`src/rtl/wsr_pkg.sv`:
```
// Shared types and constants for the WebSocket text frame receiver.
// No dependencies; the receiver modules import this package.
package wsr_pkg;

	// Largest payload length that is accepted
	localparam int unsigned PAYLOAD_LIMIT = 8192;
	// Payload index width: holds counts up to PAYLOAD_LIMIT
	localparam int unsigned IDX_W = $clog2(PAYLOAD_LIMIT + 1);

	localparam logic [3:0] OPCODE_TEXT = 4'h1;
	localparam logic [6:0] LEN_EXT16   = 7'd126;
	localparam logic [6:0] LEN_EXT64   = 7'd127;

	typedef enum logic [2:0] {
		PH_HDR0,
		PH_HDR1,
		PH_EXT16,
		PH_EXT64,
		PH_MASK,
		PH_DATA,
		PH_DONE
	} phase_t;

	typedef enum logic [1:0] {
		KIND_DATA,
		KIND_REJECT,
		KIND_EARLY
	} kind_t;

	// One queued action from the front part to the back part
	typedef struct packed {
		kind_t      kind;
		logic [7:0] data;
		logic [7:0] mask;
		logic       last;
	} qent_t;

	// Queue status seen by the back part
	typedef struct packed {
		logic  not_empty;
		qent_t head;
	} qstat_t;

endpackage

```
`src/rtl/wsr_in_if.sv`:
```
// Input channel of the frame receiver: one socket byte or a close event.
// Depends on nothing.
interface wsr_in_if;
	logic       valid;
	logic       ready;
	logic       op;
	logic [7:0] byte_value;

	modport source (output valid, output op, output byte_value, input ready);
	modport sink   (input valid, input op, input byte_value, output ready);
endinterface

```
`src/rtl/wsr_out_if.sv`:
```
// Result channel of the frame receiver: payload bytes and error results.
// Depends on nothing.
interface wsr_out_if;
	logic       valid;
	logic       ready;
	logic [1:0] kind;
	logic [7:0] payload_byte;
	logic       is_last;

	modport source (output valid, output kind, output payload_byte, output is_last,
		input ready);
	modport sink   (input valid, input kind, input payload_byte, input is_last,
		output ready);
endinterface

```
`src/rtl/websocket_text_frame_receiver_unit.sv`:
```
// WebSocket text frame receiver: parses the first frame of a byte stream.
// Throughput: one input item per cycle, set by the single-byte header parser,
// while the queue is not full. An accepted item is written into the queue and
// then loaded into the back part's result register when it is free or drains.
// Reset: asynchronous; the parser expects the first header byte and the queue
// and result register are empty.
module websocket_text_frame_receiver_unit (
	input  logic      clk,
	input  logic      arst_n,
	wsr_in_if.sink    rx,
	wsr_out_if.source res
);
	import wsr_pkg::*;

	logic   q_push;
	qent_t  q_data;
	logic   q_full;
	logic   q_pop;
	qstat_t q_stat;

	wsr_front u_front (
		.clk    (clk),
		.arst_n (arst_n),
		.rx     (rx),
		.q_full (q_full),
		.q_push (q_push),
		.q_data (q_data)
	);

	wsr_queue u_queue (
		.clk       (clk),
		.arst_n    (arst_n),
		.push      (q_push),
		.push_data (q_data),
		.pop       (q_pop),
		.full      (q_full),
		.stat      (q_stat)
	);

	wsr_back u_back (
		.clk    (clk),
		.arst_n (arst_n),
		.stat   (q_stat),
		.pop    (q_pop),
		.res    (res)
	);

endmodule

```
`src/rtl/wsr_front.sv`:
```
// Front part: accepts input items, parses the frame header, classifies bytes.
// Depends on wsr_pkg and wsr_in_if.
module wsr_front (
	input  logic          clk,
	input  logic          arst_n,
	wsr_in_if.sink        rx,
	input  logic          q_full,
	output logic          q_push,
	output wsr_pkg::qent_t q_data
);
	import wsr_pkg::*;

	phase_t            phase_q, phase_d;
	logic [3:0]        opcode_q, opcode_d;
	logic              mask_present_q, mask_present_d;
	logic [63:0]       len_q, len_d;
	logic [2:0]        cnt_q, cnt_d;
	logic [31:0]       key_q, key_d;
	logic [IDX_W-1:0]  idx_q, idx_d;

	logic              accept;
	logic              live;
	logic [7:0]        b;
	logic [6:0]        len7;
	logic [63:0]       len_shift;
	logic [63:0]       hdr_len;
	logic              hdr_ok;
	logic              len_end;
	logic              hdr_end;
	logic [IDX_W:0]    idx_inc;
	logic              last_data;
	logic [7:0]        mask_byte;

	assign rx.ready  = !q_full;
	assign accept    = rx.valid && rx.ready;
	assign live      = accept && (phase_q != PH_DONE);
	assign b         = rx.byte_value;
	assign len7      = b[6:0];
	assign len_shift = {len_q[55:0], b};

	// Classify the current byte against the header layout
	always_comb begin
		len_end = 1'b0;
		hdr_end = 1'b0;
		hdr_len = len_shift;
		case (phase_q)
			PH_HDR1: begin
				hdr_len = {57'd0, len7};
				len_end = (len7 != LEN_EXT16) && (len7 != LEN_EXT64);
				hdr_end = len_end && !b[7];
			end
			PH_EXT16: begin
				len_end = (cnt_q == 3'd1);
				hdr_end = len_end && !mask_present_q;
			end
			PH_EXT64: begin
				len_end = (cnt_q == 3'd7);
				hdr_end = len_end && !mask_present_q;
			end
			PH_MASK: begin
				hdr_len = len_q;
				hdr_end = (cnt_q == 3'd3);
			end
			default: ;
		endcase
		hdr_ok = (opcode_q == OPCODE_TEXT) && (hdr_len != 64'd0) &&
			(hdr_len <= 64'(PAYLOAD_LIMIT));
	end

	// Select the mask byte and detect the final payload byte
	assign idx_inc   = {1'b0, idx_q} + {{IDX_W{1'b0}}, 1'b1};
	assign last_data = (64'(idx_inc) >= len_q);

	always_comb begin
		case (idx_q[1:0])
			2'd0:    mask_byte = key_q[31:24];
			2'd1:    mask_byte = key_q[23:16];
			2'd2:    mask_byte = key_q[15:8];
			default: mask_byte = key_q[7:0];
		endcase
	end

	// Next state and header registers
	always_comb begin
		phase_d        = phase_q;
		opcode_d       = opcode_q;
		mask_present_d = mask_present_q;
		len_d          = len_q;
		cnt_d          = cnt_q;
		key_d          = key_q;
		idx_d          = idx_q;
		if (live) begin
			if (rx.op) begin
				phase_d = PH_DONE;
			end else begin
				unique case (phase_q)
					PH_HDR0: begin
						opcode_d = b[3:0];
						phase_d  = PH_HDR1;
					end
					PH_HDR1: begin
						mask_present_d = b[7];
						len_d          = {57'd0, len7};
						cnt_d          = 3'd0;
						if (len7 == LEN_EXT16) begin
							len_d   = 64'd0;
							phase_d = PH_EXT16;
						end else if (len7 == LEN_EXT64) begin
							len_d   = 64'd0;
							phase_d = PH_EXT64;
						end else if (b[7]) begin
							phase_d = PH_MASK;
						end else begin
							idx_d   = '0;
							phase_d = hdr_ok ? PH_DATA : PH_DONE;
						end
					end
					PH_EXT16, PH_EXT64: begin
						len_d = len_shift;
						cnt_d = cnt_q + 3'd1;
						if (len_end) begin
							cnt_d = 3'd0;
							if (mask_present_q) begin
								phase_d = PH_MASK;
							end else begin
								idx_d   = '0;
								phase_d = hdr_ok ? PH_DATA : PH_DONE;
							end
						end
					end
					PH_MASK: begin
						key_d = {key_q[23:0], b};
						cnt_d = cnt_q + 3'd1;
						if (hdr_end) begin
							cnt_d   = 3'd0;
							idx_d   = '0;
							phase_d = hdr_ok ? PH_DATA : PH_DONE;
						end
					end
					PH_DATA: begin
						idx_d = idx_inc[IDX_W-1:0];
						if (last_data) begin
							phase_d = PH_DONE;
						end
					end
					default: ;
				endcase
			end
		end
	end

	// Queue push for results
	always_comb begin
		q_push      = 1'b0;
		q_data.kind = KIND_DATA;
		q_data.data = 8'd0;
		q_data.mask = 8'd0;
		q_data.last = 1'b1;
		if (live) begin
			if (rx.op) begin
				q_push      = 1'b1;
				q_data.kind = KIND_EARLY;
			end else if (phase_q == PH_DATA) begin
				q_push      = 1'b1;
				q_data.data = b;
				q_data.mask = mask_byte;
				q_data.last = last_data;
			end else if (hdr_end && !hdr_ok) begin
				q_push      = 1'b1;
				q_data.kind = KIND_REJECT;
			end
		end
	end

	always_ff @(posedge clk or negedge arst_n) begin
		if (!arst_n) begin
			phase_q        <= PH_HDR0;
			opcode_q       <= 4'd0;
			mask_present_q <= 1'b0;
			len_q          <= 64'd0;
			cnt_q          <= 3'd0;
			key_q          <= 32'd0;
			idx_q          <= '0;
		end else begin
			phase_q        <= phase_d;
			opcode_q       <= opcode_d;
			mask_present_q <= mask_present_d;
			len_q          <= len_d;
			cnt_q          <= cnt_d;
			key_q          <= key_d;
			idx_q          <= idx_d;
		end
	end

endmodule

```
`src/rtl/wsr_queue.sv`:
```
// Two-entry queue between the front and back parts of the receiver.
// Depends on wsr_pkg.
module wsr_queue (
	input  logic            clk,
	input  logic            arst_n,
	input  logic            push,
	input  wsr_pkg::qent_t  push_data,
	input  logic            pop,
	output logic            full,
	output wsr_pkg::qstat_t stat
);
	import wsr_pkg::*;

	qent_t      ent_q [2];
	logic       wr_ptr_q;
	logic       rd_ptr_q;
	logic [1:0] count_q;

	assign full           = (count_q == 2'd2);
	assign stat.not_empty = (count_q != 2'd0);
	assign stat.head      = ent_q[rd_ptr_q];

	// Store pushed item
	always_ff @(posedge clk) begin
		if (push) begin
			ent_q[wr_ptr_q] <= push_data;
		end
	end

	// Advance pointers and count
	always_ff @(posedge clk or negedge arst_n) begin
		if (!arst_n) begin
			wr_ptr_q <= 1'b0;
			rd_ptr_q <= 1'b0;
			count_q  <= 2'd0;
		end else begin
			if (push) begin
				wr_ptr_q <= !wr_ptr_q;
			end
			if (pop) begin
				rd_ptr_q <= !rd_ptr_q;
			end
			case ({push, pop})
				2'b10:   count_q <= count_q + 2'd1;
				2'b01:   count_q <= count_q - 2'd1;
				default: count_q <= count_q;
			endcase
		end
	end

endmodule

```
`src/rtl/wsr_back.sv`:
```
// Back part: unmasks queued payload bytes and holds the result register.
// Depends on wsr_pkg and wsr_out_if.
module wsr_back (
	input  logic            clk,
	input  logic            arst_n,
	input  wsr_pkg::qstat_t stat,
	output logic            pop,
	wsr_out_if.source       res
);
	import wsr_pkg::*;

	logic       valid_q;
	logic [1:0] kind_q;
	logic [7:0] byte_q;
	logic       last_q;

	// Take the head item when the result register is free or drains
	assign pop = stat.not_empty && (!valid_q || res.ready);

	assign res.valid        = valid_q;
	assign res.kind         = kind_q;
	assign res.payload_byte = byte_q;
	assign res.is_last      = last_q;

	// Load unmasked result
	always_ff @(posedge clk) begin
		if (pop) begin
			kind_q <= stat.head.kind;
			byte_q <= stat.head.data ^ stat.head.mask;
			last_q <= stat.head.last;
		end
	end

	always_ff @(posedge clk or negedge arst_n) begin
		if (!arst_n) begin
			valid_q <= 1'b0;
		end else if (pop) begin
			valid_q <= 1'b1;
		end else if (res.ready) begin
			valid_q <= 1'b0;
		end
	end

endmodule
```
`src/flat_wrapper.sv`:
```
// flat-port wrapper written by rule: the top's interface ports become plain ports
module websocket_text_frame_receiver_unit_flat import wsr_pkg::*;
  (clk, arst_n, rx_valid, rx_op, rx_byte_value, rx_ready, res_valid, res_kind, res_payload_byte, res_is_last, res_ready);
  wsr_in_if rx_i ();
  wsr_out_if res_i ();
  input  logic clk;
  input  logic arst_n;
  input wire logic [$bits(rx_i.valid)-1:0] rx_valid;
  input wire logic [$bits(rx_i.op)-1:0] rx_op;
  input wire logic [$bits(rx_i.byte_value)-1:0] rx_byte_value;
  output wire logic [$bits(rx_i.ready)-1:0] rx_ready;
  output wire logic [$bits(res_i.valid)-1:0] res_valid;
  output wire logic [$bits(res_i.kind)-1:0] res_kind;
  output wire logic [$bits(res_i.payload_byte)-1:0] res_payload_byte;
  output wire logic [$bits(res_i.is_last)-1:0] res_is_last;
  input wire logic [$bits(res_i.ready)-1:0] res_ready;
  assign rx_i.valid = rx_valid;
  assign rx_i.op = rx_op;
  assign rx_i.byte_value = rx_byte_value;
  assign rx_ready = rx_i.ready;
  assign res_valid = res_i.valid;
  assign res_kind = res_i.kind;
  assign res_payload_byte = res_i.payload_byte;
  assign res_is_last = res_i.is_last;
  assign res_i.ready = res_ready;
  websocket_text_frame_receiver_unit u_core (.clk(clk), .arst_n(arst_n), .rx(rx_i), .res(res_i));
endmodule
```
`config.mk`:
```
export PLATFORM = sky130hd
export DESIGN_NAME = websocket_text_frame_receiver_unit_flat
export DESIGN_NICKNAME = d
export VERILOG_FILES = /design/src/rtl/wsr_pkg.sv /design/src/rtl/wsr_in_if.sv /design/src/rtl/wsr_out_if.sv /design/src/rtl/websocket_text_frame_receiver_unit.sv /design/src/rtl/wsr_front.sv /design/src/rtl/wsr_queue.sv /design/src/rtl/wsr_back.sv /design/src/flat_wrapper.sv
export SDC_FILE = /design/constraint.sdc
export NUM_CORES = 1
export LEC_CHECK = 0
export BUFFER_PORTS_ARGS = -buffer_cell sky130_fd_sc_hd__buf_2
export CORE_MARGIN = 2
export CORE_UTILIZATION = 58
export CTS_BUF_LIST = sky130_fd_sc_hd__clkbuf_4 sky130_fd_sc_hd__clkbuf_8
export CTS_CLUSTER_SIZE = 30
export DETAILED_ROUTE_END_ITERATION = 8
export PLACE_DENSITY = 0.75
export SYNTH_ARGS = -nofsm -noshare
export SYNTH_HDL_FRONTEND = slang
export SYNTH_SLANG_ARGS = --single-unit
```
`constraint.sdc`:
```
create_clock -name clk -period 3.18 [get_ports clk]
set_input_delay 0.795 -clock clk [delete_from_list [all_inputs] [get_ports clk]]
set_output_delay 0.795 -clock clk [all_outputs]
set_load 0.02 [all_outputs]
```
# After elaboration in Yosys (flattened, before gate mapping)
# Memory sizes are Yosys's and may differ from the RTL's.
# Index checks and enable logic that the tools add are counted.
# word_totals
ff_bits	137
latch_bits	0
ramBits	38
romBits	0
input_bits	13
elab_cells	129
n_memories	1
# op_classes
addsub	4
n_mul	0
n_div	0
order_cmp	2
eq_ne	28
shift	0
muxes	42
n_bitwise	2
n_reduce_logical	36
# mem_list
memory	depth	width	rd	rd_ports_with_merged_regs	wr	line	source
u_core.u_queue.ent_q	2	19	1	0	1	wsr_queue.sv:14	qent_t ent_q [2];
# op_table
op	n
64-bit case mux with 2 select lines	2
14-bit two-way mux	6
15-bit by 64-bit greater-or-equal comparator with 1-bit output	1
64-bit by 14-bit less-or-equal comparator with 1-bit output (second input constant)	1
64-bit nonzero test	1
14-bit case mux with 4 select lines	1
17-bit two-way mux	2
3-bit two-way mux	8
8-bit case mux with 3 select lines	1
19-bit two-way mux	1
14-bit by 1-bit adder with 15-bit output (second input constant)	1
3-bit case mux with 5 select lines	1
3-bit AND reduction	5
7-bit equality test (second input constant)	2
7-bit two-way mux	2
7-bit != test (second input constant)	2
2-bit != test (second input constant)	6
3-bit != test (second input constant)	4
1-bit logical AND	10
2-bit two-way mux	5
3-bit by 2-bit equality test with 1-bit output (second input constant)	3
3-bit equality test (second input constant)	3
1-bit two-way mux	9
3-bit case mux with 3 select lines	1
other kinds (23)	36

# Depth between registers and ports, before layout
# Gate-level depths: netlist of the first run.
# logic_depth
ltp_word	13
ltp_mapped	15
depth_no_buf	13

# By module
# A second synthesis of the first run with hierarchy kept.
# hier_totals
cells_unflattened	775
hier_area_um2	8199.1
# by_module_without_submodules
module	instances	cells_each	area_per_inst_um2	seq_area_each_um2
wsr_front	1	677	6195.9	3027.9
wsr_queue	1	75	1559.0	1241.2
wsr_back	1	23	444.2	355.3

# Worst setup path after synthesis of the first run
# Ideal clock, no wire load.
# synth_timing
path_type	in2reg
from	input rx_byte_value[1]
to	memory u_core.u_queue.ent_q[0][0] in the netlist's numbering, enable pin
setup_ps	397
arrival_ps	3034
required_time_ps	2783
slack_ps	-250
cell_stages	7
path_buffers	0
path_cell_list	nor4_1 nand2_1 o31a_1 o21ai_0 a221oi_4 o21ai_1 nor2b_1
# synth_between
elab_chain_cells	12
# synth_lines
item	line	source
from (decl)	flat_wrapper.sv:10	input wire logic [$bits(rx_i.byte_value)-1:0] rx_byte_value;
parallel branches: the longest is 5 deep, another holds 64-bit by 14-bit less-or-equal comparator with 1-bit output	-	
1-bit logical AND *	wsr_front.sv:168	end else if (hdr_end && !hdr_ok) begin
1-bit two-way mux *	wsr_front.sv:168	
1-bit two-way mux *	wsr_front.sv:163	end else if (phase_q == PH_DATA) begin
1-bit two-way mux *	wsr_front.sv:160	if (rx.op) begin
1-bit two-way mux *	wsr_front.sv:159	if (live) begin
1-bit two-way mux *	wsr_queue.sv:25	if (push) begin
1-bit two-way mux (not written as such) *	wsr_queue.sv:26	ent_q[wr_ptr_q] <= push_data;
to (decl)	wsr_queue.sv:14	
# Mark *: on every way between the ends.

# Final worst setup path of the first run
# layout_timing
from	register u_core.u_front.idx_q[3]
to	register u_core.u_front.phase_q[0]
# layout_between
elab_chain_cells	4
# layout_lines
item	line	source
from (decl)	wsr_front.sv:19	logic [IDX_W-1:0] idx_q, idx_d;
from (signal assigned)	wsr_front.sv:191	idx_q <= idx_d;
14-bit by 1-bit adder with 15-bit output	wsr_front.sv:71	assign idx_inc = {1'b0, idx_q} + {{IDX_W{1'b0}}, 1'b1};
15-bit by 64-bit greater-or-equal comparator with 1-bit output	wsr_front.sv:72	assign last_data = (64'(idx_inc) >= len_q);
3-bit != test (no line)	-	
5-bit AND reduction (no line)	-	
to (signal assigned)	wsr_front.sv:185	phase_q <= phase_d;
to (decl)	wsr_front.sv:13	phase_t phase_q, phase_d;
# Every way passes these cells.
# A chain may end at the register's enable or synchronous reset.

==> results.md, run 1 <==
- Status: complete, no violations
- Worst-path clk slew: 0.10 ns
- Vias: 5,774
- Die width: 122.7 um
- Worst skew pair latency: 0.47 ns
- Synth cell count leaders: nand2_1 (161), dfrtp_1 (126), o21ai_0 (96)
- FILL cells: 1,062
- Dpl cells: 968
- Syn Std Cell Area: 8177 um2
- Top FF cell, synth: dfrtp_1
- Yosys Warn Count: 0
- Hold Violations, Final: 0
- Core area: 13,830 um2
- Detailed placer's ending HPWL: 11,880 um
- Initial antenna violation count: 0
- Post-synthesis sequential area ratio: 56.56%
- Final WL: 17,160 um
- Post-route insts no fill: 1,001
- Family with the most delay on the worst path: simple AND/OR/NAND/NOR gates
- Root Buffer: clkbuf_8
- Remaining global-route overflow: 0
- RR Endpoint: u_core.u_front.phase_q[0]$_DFFE_PN0P_
- Fmax: 333.5 MHz
- Cts bufs inserted: 17
- PnR worst setup slack: 0.1812 ns
- I/O Pins: 26
- RSZ-0062 raised after global routing: false
- First-pass GRT wire length: 28,140 um
- Slowest stage delay, CP: 0.46 ns
- CP max-delay cell: or4_1
- CTS tree: done
- 1st-iter DRT viols: 469
- Worst R2R Path Depth: 12
- Final antenna-violating net count: 0
- Total track usage: 24.41%
- Largest net degree at the start of global routing: 129
- Slew HR: 22.00%
- Die Area: 15,060 um2
- Min-Delay Path Class: primary input to async pin
- Synth cell types: 50
- Crit path cell chain: and3_4 > and3_1 > and3_4 > nand3_1 > xnor2_1 > ha_1 > nand4_1 > or4_1 > o2111ai_2 > a21oi_1 > o21bai_1 > o221ai_1
- Area leader, netlist: dfrtp_1
- Share of layout cells above drive strength 1: 18.03%
- H-tree lvl count: 4
- Number of max-cap violations: 0
- Worst path depth: 12
- Minimum clock period: 2.999 ns
- DRC viols: 0
- Wirelength per Cell: 17.14 um
- Area contributors post-synth: dfrtp_1 (39%), edfxtp_1 (18%), nand2_1 (7.4%)
- Cells after Synth: 776
- Die Y-Extent: 122.7 um
- Bufs and invs on worst path: 0
- Clock skew: 0.01506 ns
- WS Path Type: register to register
- Post-Syn Nets: 814
- PwrDens: 664.4 nW/um2
- Most frequent CP cell: and3_4
- Worst Path Arrival: 3.35 ns
- Ys async rst share: 72.00%
- Most numerous cell in the Yosys netlist: nand2_1
- Post-synth top area share: 38.56%
- Core Rows: 43
- Starting Density: 59.13%
- Yosys reg bits: 175
- Pre-CTS setup slack: -0.1401 ns
- Post-Syn Area per Cell: 10.54 um2
- Reg2reg setup slack: 0.18 ns
- CTS Sinks: 175
- CP required: 3.53 ns
- EDFF count, synth: 49
- CP max FO: 6
- Routability Congestion: 0.9239
- Tcrit/Tclk final: 94.30%
- Diode count: 0
- Vias in the first global route: 5,771
- Peak supply drop: 0.3962 mV
- Worst Tran Pin Value: 1.170 ns
- Static Leakage: 0.003973 uW
- Fin. max-slew vios: 0
- Area Growth Syn to Fin: 10.86%
- R2R Path Start: u_core.u_front.idx_q[3]$_DFFE_PN0P_
- IO buf count: 25
- Kind of end point of the critical path: register
- Clk buf depth: 2
- First-pass DRT Iterations: 7
- Vias/cell: 5.768
- Crit path launch type: register
- # setup viols final: 0
- Nets: 846
==> metrics by stage <==
| step | hold WS (ns) | setup TNS [ns] | cell area (um2) | util (%) | power (uW) |
|---|---|---|---|---|---|
| 6_report | 0.3675 | 0 | 9065 | 65.56 | 6022 |
| 3_3_place_gp | 0.4642 | -1.919 | 8625 | 62.37 | 4399 |
| 4_1_cts | 0.3839 | 0 | 9031 | 65.32 | 6017 |
| 2_1_floorplan | 0.4502 | 0 | 8179 | - | 3929 |
| 5_1_grt | 0.4014 | 0 | 9065 | 65.56 | 6360 |
| 3_5_place_dp | 0.4750 | -2.691 | 8625 | 62.37 | 4476 |
==> cells by family after synthesis <==
logic type,after synthesis,synth area share [%]
DFF,175,56.56
adders and majority gates,25,3.826
buffers and inverters,69,3.259
and+or+nand+nor,278,15.64
xor gates and xnor gates,33,3.535
muxes,38,5.233
AOI/OAI and AO/OA,158,11.95
==> final cells by class <==
cell class,instances,area [um2],area share [%]
sequential,175,4626,51.03
multi-input combinational,532,3318,36.60
timing repair buffer,58,400.4,4.417
clock buffer,17,234.0,2.581
tap,180,225.2,2.484
clock inverter,15,171.4,1.891
inverter,24,90.09,0.9938
==> flip-flops by register name, summed over array words and instances, names as in the netlist, 2 cells and up <==
signal	count
u_core.u_back.res.payload_byte	8
u_core.u_front.phase_q	3
u_core.u_front.cnt_q	3
u_core.u_front.len_q	64
u_core.u_front.key_q	32
u_core.u_queue.ent_q	38
u_core.u_queue.count_q	2
u_core.u_front.opcode_q	4
u_core.u_front.idx_q	14
u_core.u_back.res.kind	2
==> worst max-delay path by stage <==
stage / start / end / slack, ns
2_1_floorplan: rx_byte_value[1] / u_core.u_queue.ent_q[0][0]$_DFFE_PP_ / 0.09
3_3_place_gp: rx_byte_value[1] / u_core.u_queue.ent_q[0][6]$_DFFE_PP_ / -0.10
3_5_place_dp: rx_byte_value[1] / u_core.u_queue.ent_q[0][6]$_DFFE_PP_ / -0.14
4_1_cts: u_core.u_front.idx_q[0]$_DFFE_PN0P_ / u_core.u_front.phase_q[0]$_DFFE_PN0P_ / 0.008
5_1_grt: u_core.u_front.phase_q[1]$_DFFE_PN0P_ / u_core.u_front.len_q[18]$_DFFE_PN0P_ / 0.007
6_report: u_core.u_front.idx_q[3]$_DFFE_PN0P_ / u_core.u_front.phase_q[0]$_DFFE_PN0P_ / 0.18
==> cells in the final DEF, fill, tap and decap left out, types with 5 or more instances in the layout <==
cell,n
nand2_1,161
dfrtp_1,125
o21ai_0,96
edfxtp_1,49
mux2_2,38
nor2_1,33
buf_4,32
inv_1,24
ha_1,24
buf_2,24
nor4_1,18
a21oi_1,17
xnor2_1,17
clkbuf_8,17
xor2_1,16
a22o_1,12
and3_1,11
nand4_1,9
nand2b_1,8
nand3_1,8
a222oi_1,8
and2_1,5
==> worst reg2reg max path: stages (launching register included) <==
cell	delay, ns
dfrtp_1	0.41
and3_4	0.20
and3_1	0.19
and3_4	0.24
nand3_1	0.10
xnor2_1	0.16
ha_1	0.31
nand4_1	0.16
or4_1	0.46
o2111ai_2	0.14
a21oi_1	0.11
o21bai_1	0.25
o221ai_1	0.14
==> power breakdown <==
group          total [uW]  internal, uW  switching (uW)
combinational        1500           613             890
clock                1550           656             892
sequential           2970          2660             315
total                6020          3920            2100
==> timing repair <==
action / CTS / global route
gates resized for setup: 1 / 8
endpoints found under the hold margin: 0 / 0
cloned: 0 / 0
pin swaps: 0 / 3
hold buffers: 0 / 0
endpoints found under the setup margin: 2 / 22
setup buffers: 0 / 1
==> metal layers <==
layer	vias up	global-route usage (%)	wire length [um]
li1	2784	-	-
met1	2836	31.74	7575
met2	129	39.95	8517
met3	25	5.994	719
met4	0	8.693	345
met5	-	0	0
Note: power is estimated with default switching activity, not from simulation.
==> run 2: changes to the inputs <==
Settings changed: ABC_AREA from default to 1.
==> results.md, run 2 <==
- Area contributors post-synth: dfrtp_1 (38%), edfxtp_1 (18%), nand2_1 (6.6%) (was dfrtp_1 (39%), edfxtp_1 (18%), nand2_1 (7.4%))
- Nets: 933 (was 846)
- Most numerous cell in the Yosys netlist: nand2_1 (unchanged)
- Cell Int Power: 3224 uW (was 3925 uW)
- Hold Violations, Final: 0 (unchanged)
- H-tree lvl count: 4 (unchanged)
- Clock power share: 34.0% (was 25.7%)
- Kind of end point of the critical path: register (unchanged)
- EDFF count, synth: 49 (unchanged)
- Routability Congestion: 0.8769 (was 0.9239)
- Diode count: 0 (unchanged)
- Area of the multi-input gates: 3189 um2 (was 3318 um2)
- Post-Syn Nets: 904 (was 814)
- Cts bufs inserted: 17 (unchanged)
- Post-synth top area share: 38.09% (was 38.56%)
- CTS Sinks: 175 (unchanged)
- WHS: 0.3177 ns (was 0.3675 ns)
- CP required: 3.39 ns (was 3.53 ns)
- FILL cells: 1,113 (was 1,062)
- I/O Pins: 26 (unchanged)
- CP max-delay cell: dfrtp_2 (was or4_1)
- IO buf count: 25 (unchanged)
- First-pass DRT Iterations: 5 (was 7)
- Core Rows: 43 (unchanged)
- # setup viols final: 0 (unchanged)
- Max reg flops: 64 (unchanged)
- CP max FO: 6 (unchanged)
- Min-Delay Path Class: primary input to async pin (unchanged)
- FF+latch area: 4628 um2 (was 4626 um2)
- Tcrit/Tclk final: 96.31% (was 94.30%)
- Most frequent cells in the layout: nand2_1 (145), dfrtp_1 (123), inv_1 (99) (was nand2_1 (161), dfrtp_1 (125), o21ai_0 (96))
- Post-Syn Area per Cell: 9.559 um2 (was 10.54 um2)
- Area Growth Syn to Fin: 10.34% (was 10.86%)
- Static Leakage: 0.004190 uW (was 0.003973 uW)
- Share of layout cells above drive strength 1: 14.87% (was 18.03%)
- Yosys Warn Count: 0 (unchanged)
- Die Area: 15,240 um2 (was 15,060 um2)
- Crit path cell chain: ha_4 > nand3_2 > nor2_2 > nand2_2 > nor4b_4 > nand4_1 > nor2_1 > ha_1 > nand4_1 > a21oi_1 > nor2_1 > nand2_1 > nand3_1 > nand4_1 > or2_2 (was and3_4 > and3_1 > and3_4 > nand3_1 > xnor2_1 > ha_1 > nand4_1 > or4_1 > o2111ai_2 > a21oi_1 > o21bai_1 > o221ai_1)
- Register share of total power: 57.3% (was 49.3%)
- Slowest stage delay, CP: 0.45 ns (was 0.46 ns)
- Worst Path Arrival: 3.27 ns (was 3.35 ns)
- Initial antenna violation count: 0 (unchanged)
- Wirelength per Cell: 15.36 um (was 17.14 um)
- Biggest regs: u_core.u_front.len_q (64), u_core.u_queue.ent_q (38), u_core.u_front.key_q (32) (unchanged)
- Starting Density: 59.41% (was 59.13%)
- 1st-iter DRT viols: 490 (was 469)
- Core area: 13,930 um2 (was 13,830 um2)
- # hold bufs at CTS: 0 (unchanged)
- Die Y-Extent: 123.5 um (was 122.7 um)
- Total track usage: 24.11% (was 24.41%)
- Syn Std Cell Area: 8278 um2 (was 8177 um2)
- Combinational power share: 8.7% (was 25.0%)
- CTS tree: done (unchanged)
- Root Buffer: clkbuf_8 (unchanged)
- Clock skew: 0.01272 ns (was 0.01506 ns)
- Slew HR: 53.28% (was 22.00%)
- Vias: 5,981 (was 5,774)
- Fin Setup TNS: 0 ns (unchanged)
- Largest net degree at the start of global routing: 69 (was 129)
- Yosys reg bits: 175 (unchanged)
- Post-synthesis sequential area ratio: 55.86% (was 56.56%)
- WS Path Type: register to register (unchanged)
- Worst Tran Pin Value: 0.6985 ns (was 1.170 ns)
- Vias/cell: 5.497 (was 5.768)
- Minimum clock period: 3.063 ns (was 2.999 ns)
- Most frequent CP cell: nand4_1 (was and3_4)
- Crit path launch type: register (unchanged)
- Most flop-heavy register: u_core.u_front.len_q (unchanged)
- Worst skew pair latency: 0.46 ns (was 0.47 ns)
- Cells after Synth: 866 (was 776)
- Psw: 1090 uW (was 2098 uW)
- PwrDens: 472.3 nW/um2 (was 664.4 nW/um2)
- DRC viols: 0 (unchanged)
- Final WL: 16,710 um (was 17,160 um)
- Worst-path clk slew: 0.09 ns (was 0.10 ns)
- Status: complete, no violations (unchanged)
- Fmax: 326.5 MHz (was 333.5 MHz)
- Final antenna-violating net count: 0 (unchanged)
- Synth cell types: 41 (was 50)
- Ys async rst share: 72.00% (unchanged)
- Vias in the first global route: 5,622 (was 5,771)
- Clk buf depth: 2 (unchanged)
- Peak supply drop: 0.2297 mV (was 0.3962 mV)
- Number of max-cap violations: 0 (unchanged)
- Switching Fraction: 25.26% (was 34.83%)
- First-pass GRT wire length: 27,700 um (was 28,140 um)
- Most common cell after layout, fill and taps aside: nand2_1 (unchanged)
- Remaining global-route overflow: 0 (unchanged)
- PnR Total Power: 4314 uW (was 6022 uW)
- Detailed placer's ending HPWL: 11,410 um (was 11,880 um)
- Area leader, netlist: dfrtp_1 (unchanged)
- Synth cell count leaders: nand2_1 (146), dfrtp_1 (126), inv_1 (100) (was nand2_1 (161), dfrtp_1 (126), o21ai_0 (96))
- Die width: 123.5 um (was 122.7 um)
- Fin. max-slew vios: 0 (unchanged)
- Top FF cell, synth: dfrtp_1 (unchanged)
-- run 2: cell count changes after synthesis, sizes merged, moves of 13 or more --
cell / before / now
and3: 15 / 0
clkbuf: 35 / 14
inv: 24 / 108
mux2: 38 / 24
nand3: 8 / 82
nor2: 33 / 66
nor4: 18 / 0
o31ai: 1 / 14
-- run 2: logic make-up (layout without fill, tap and decap cells) --
group | after synthesis | after routing | share of synthesized area, %
xor+xnor | 29 | 29 | 3.068
fa+ha+maj | 25 | 25 | 3.779
buf+inv | 141 | 183 | 6.756
simple gates | 317 | 317 | 16.72
flops | 175 | 175 | 55.86
compound gates | 155 | 155 | 10.55
mux | 24 | 24 | 3.265
-- run 2: final cells by class --
class | count | share of cell area (%)
clock buffer | 19 | 2.726
clock inverter | 13 | 1.356
inverter | 108 | 4.438
multi-input combinational | 550 | 34.92
sequential | 175 | 50.67
tap | 180 | 2.466
timing repair buffer | 43 | 3.425
-- run 2: critical path, delay by kind of cell (launching register included) --
family	cells	cell delay (ns)
AOI/OAI and AO/OA	1	0.06
and+or+nand+nor	12	1.86
DFF	1	0.45
adders and majority gates	2	0.44
-- run 2: routing by layer --
layer	vias up	wire (um)	track usage, %
li1	2952	-	-
met3	18	761	5.351
met2	133	7880	36.64
met5	-	0	0
met4	0	282	7.884
met1	2878	7788	34.62
-- run 2: repair_timing --
item | 4_1_cts | 5_1_grt
gates resized for setup | 1 | 22
pin swaps | 0 | 11
buffers inserted | 0 | 2
cloned | 0 | 0
setup endpoints to repair | 3 | 5
-- run 2: power by group through the flow --
stage,clock (uW),combinational [uW],sequential [uW]
floorplan,0,165,2570
global placement,0,372,2520
detailed placement,0,382,2520
CTS,1500,382,2480
global route,1590,420,2490
finish,1470,376,2470
-- run 2: stage by stage --
| stage | instances | cell area [um2] | utilization [%] | setup slack [ns] |
|---|---|---|---|---|
| global placement | 1054 | 8647 | 62.05 | 0.04015 |
| floorplan | 866 | 8278 | - | 0.2832 |
| CTS | 1086 | 9026 | 64.78 | 0.06126 |
| finish | 1088 | 9134 | 65.55 | 0.1174 |
| detailed placement | 1054 | 8647 | 62.05 | -0.01858 |
| global route | 1088 | 9134 | 65.55 | -0.03318 |
-- run 2: path summary, 6_finish.rpt --
path	start	to	slack (ns)	depth (start not counted)
max	u_core.u_front.idx_q[1]$_DFFE_PN0P_	u_core.u_queue.ent_q[1][0]$_DFFE_PP_	0.12	15
max in group asynchronous	arst_n	u_core.u_front.len_q[45]$_DFFE_PN0P_	2.12	2
min	arst_n	u_core.u_front.len_q[2]$_DFFE_PN0P_	0.32	1
max reg2reg	u_core.u_front.idx_q[1]$_DFFE_PN0P_	u_core.u_queue.ent_q[1][0]$_DFFE_PP_	0.12	15
min reg2reg	u_core.u_front.len_q[60]$_DFFE_PN0P_	u_core.u_front.len_q[60]$_DFFE_PN0P_	0.49	2
min in group clk	u_core.u_front.len_q[60]$_DFFE_PN0P_	u_core.u_front.len_q[60]$_DFFE_PN0P_	0.49	2
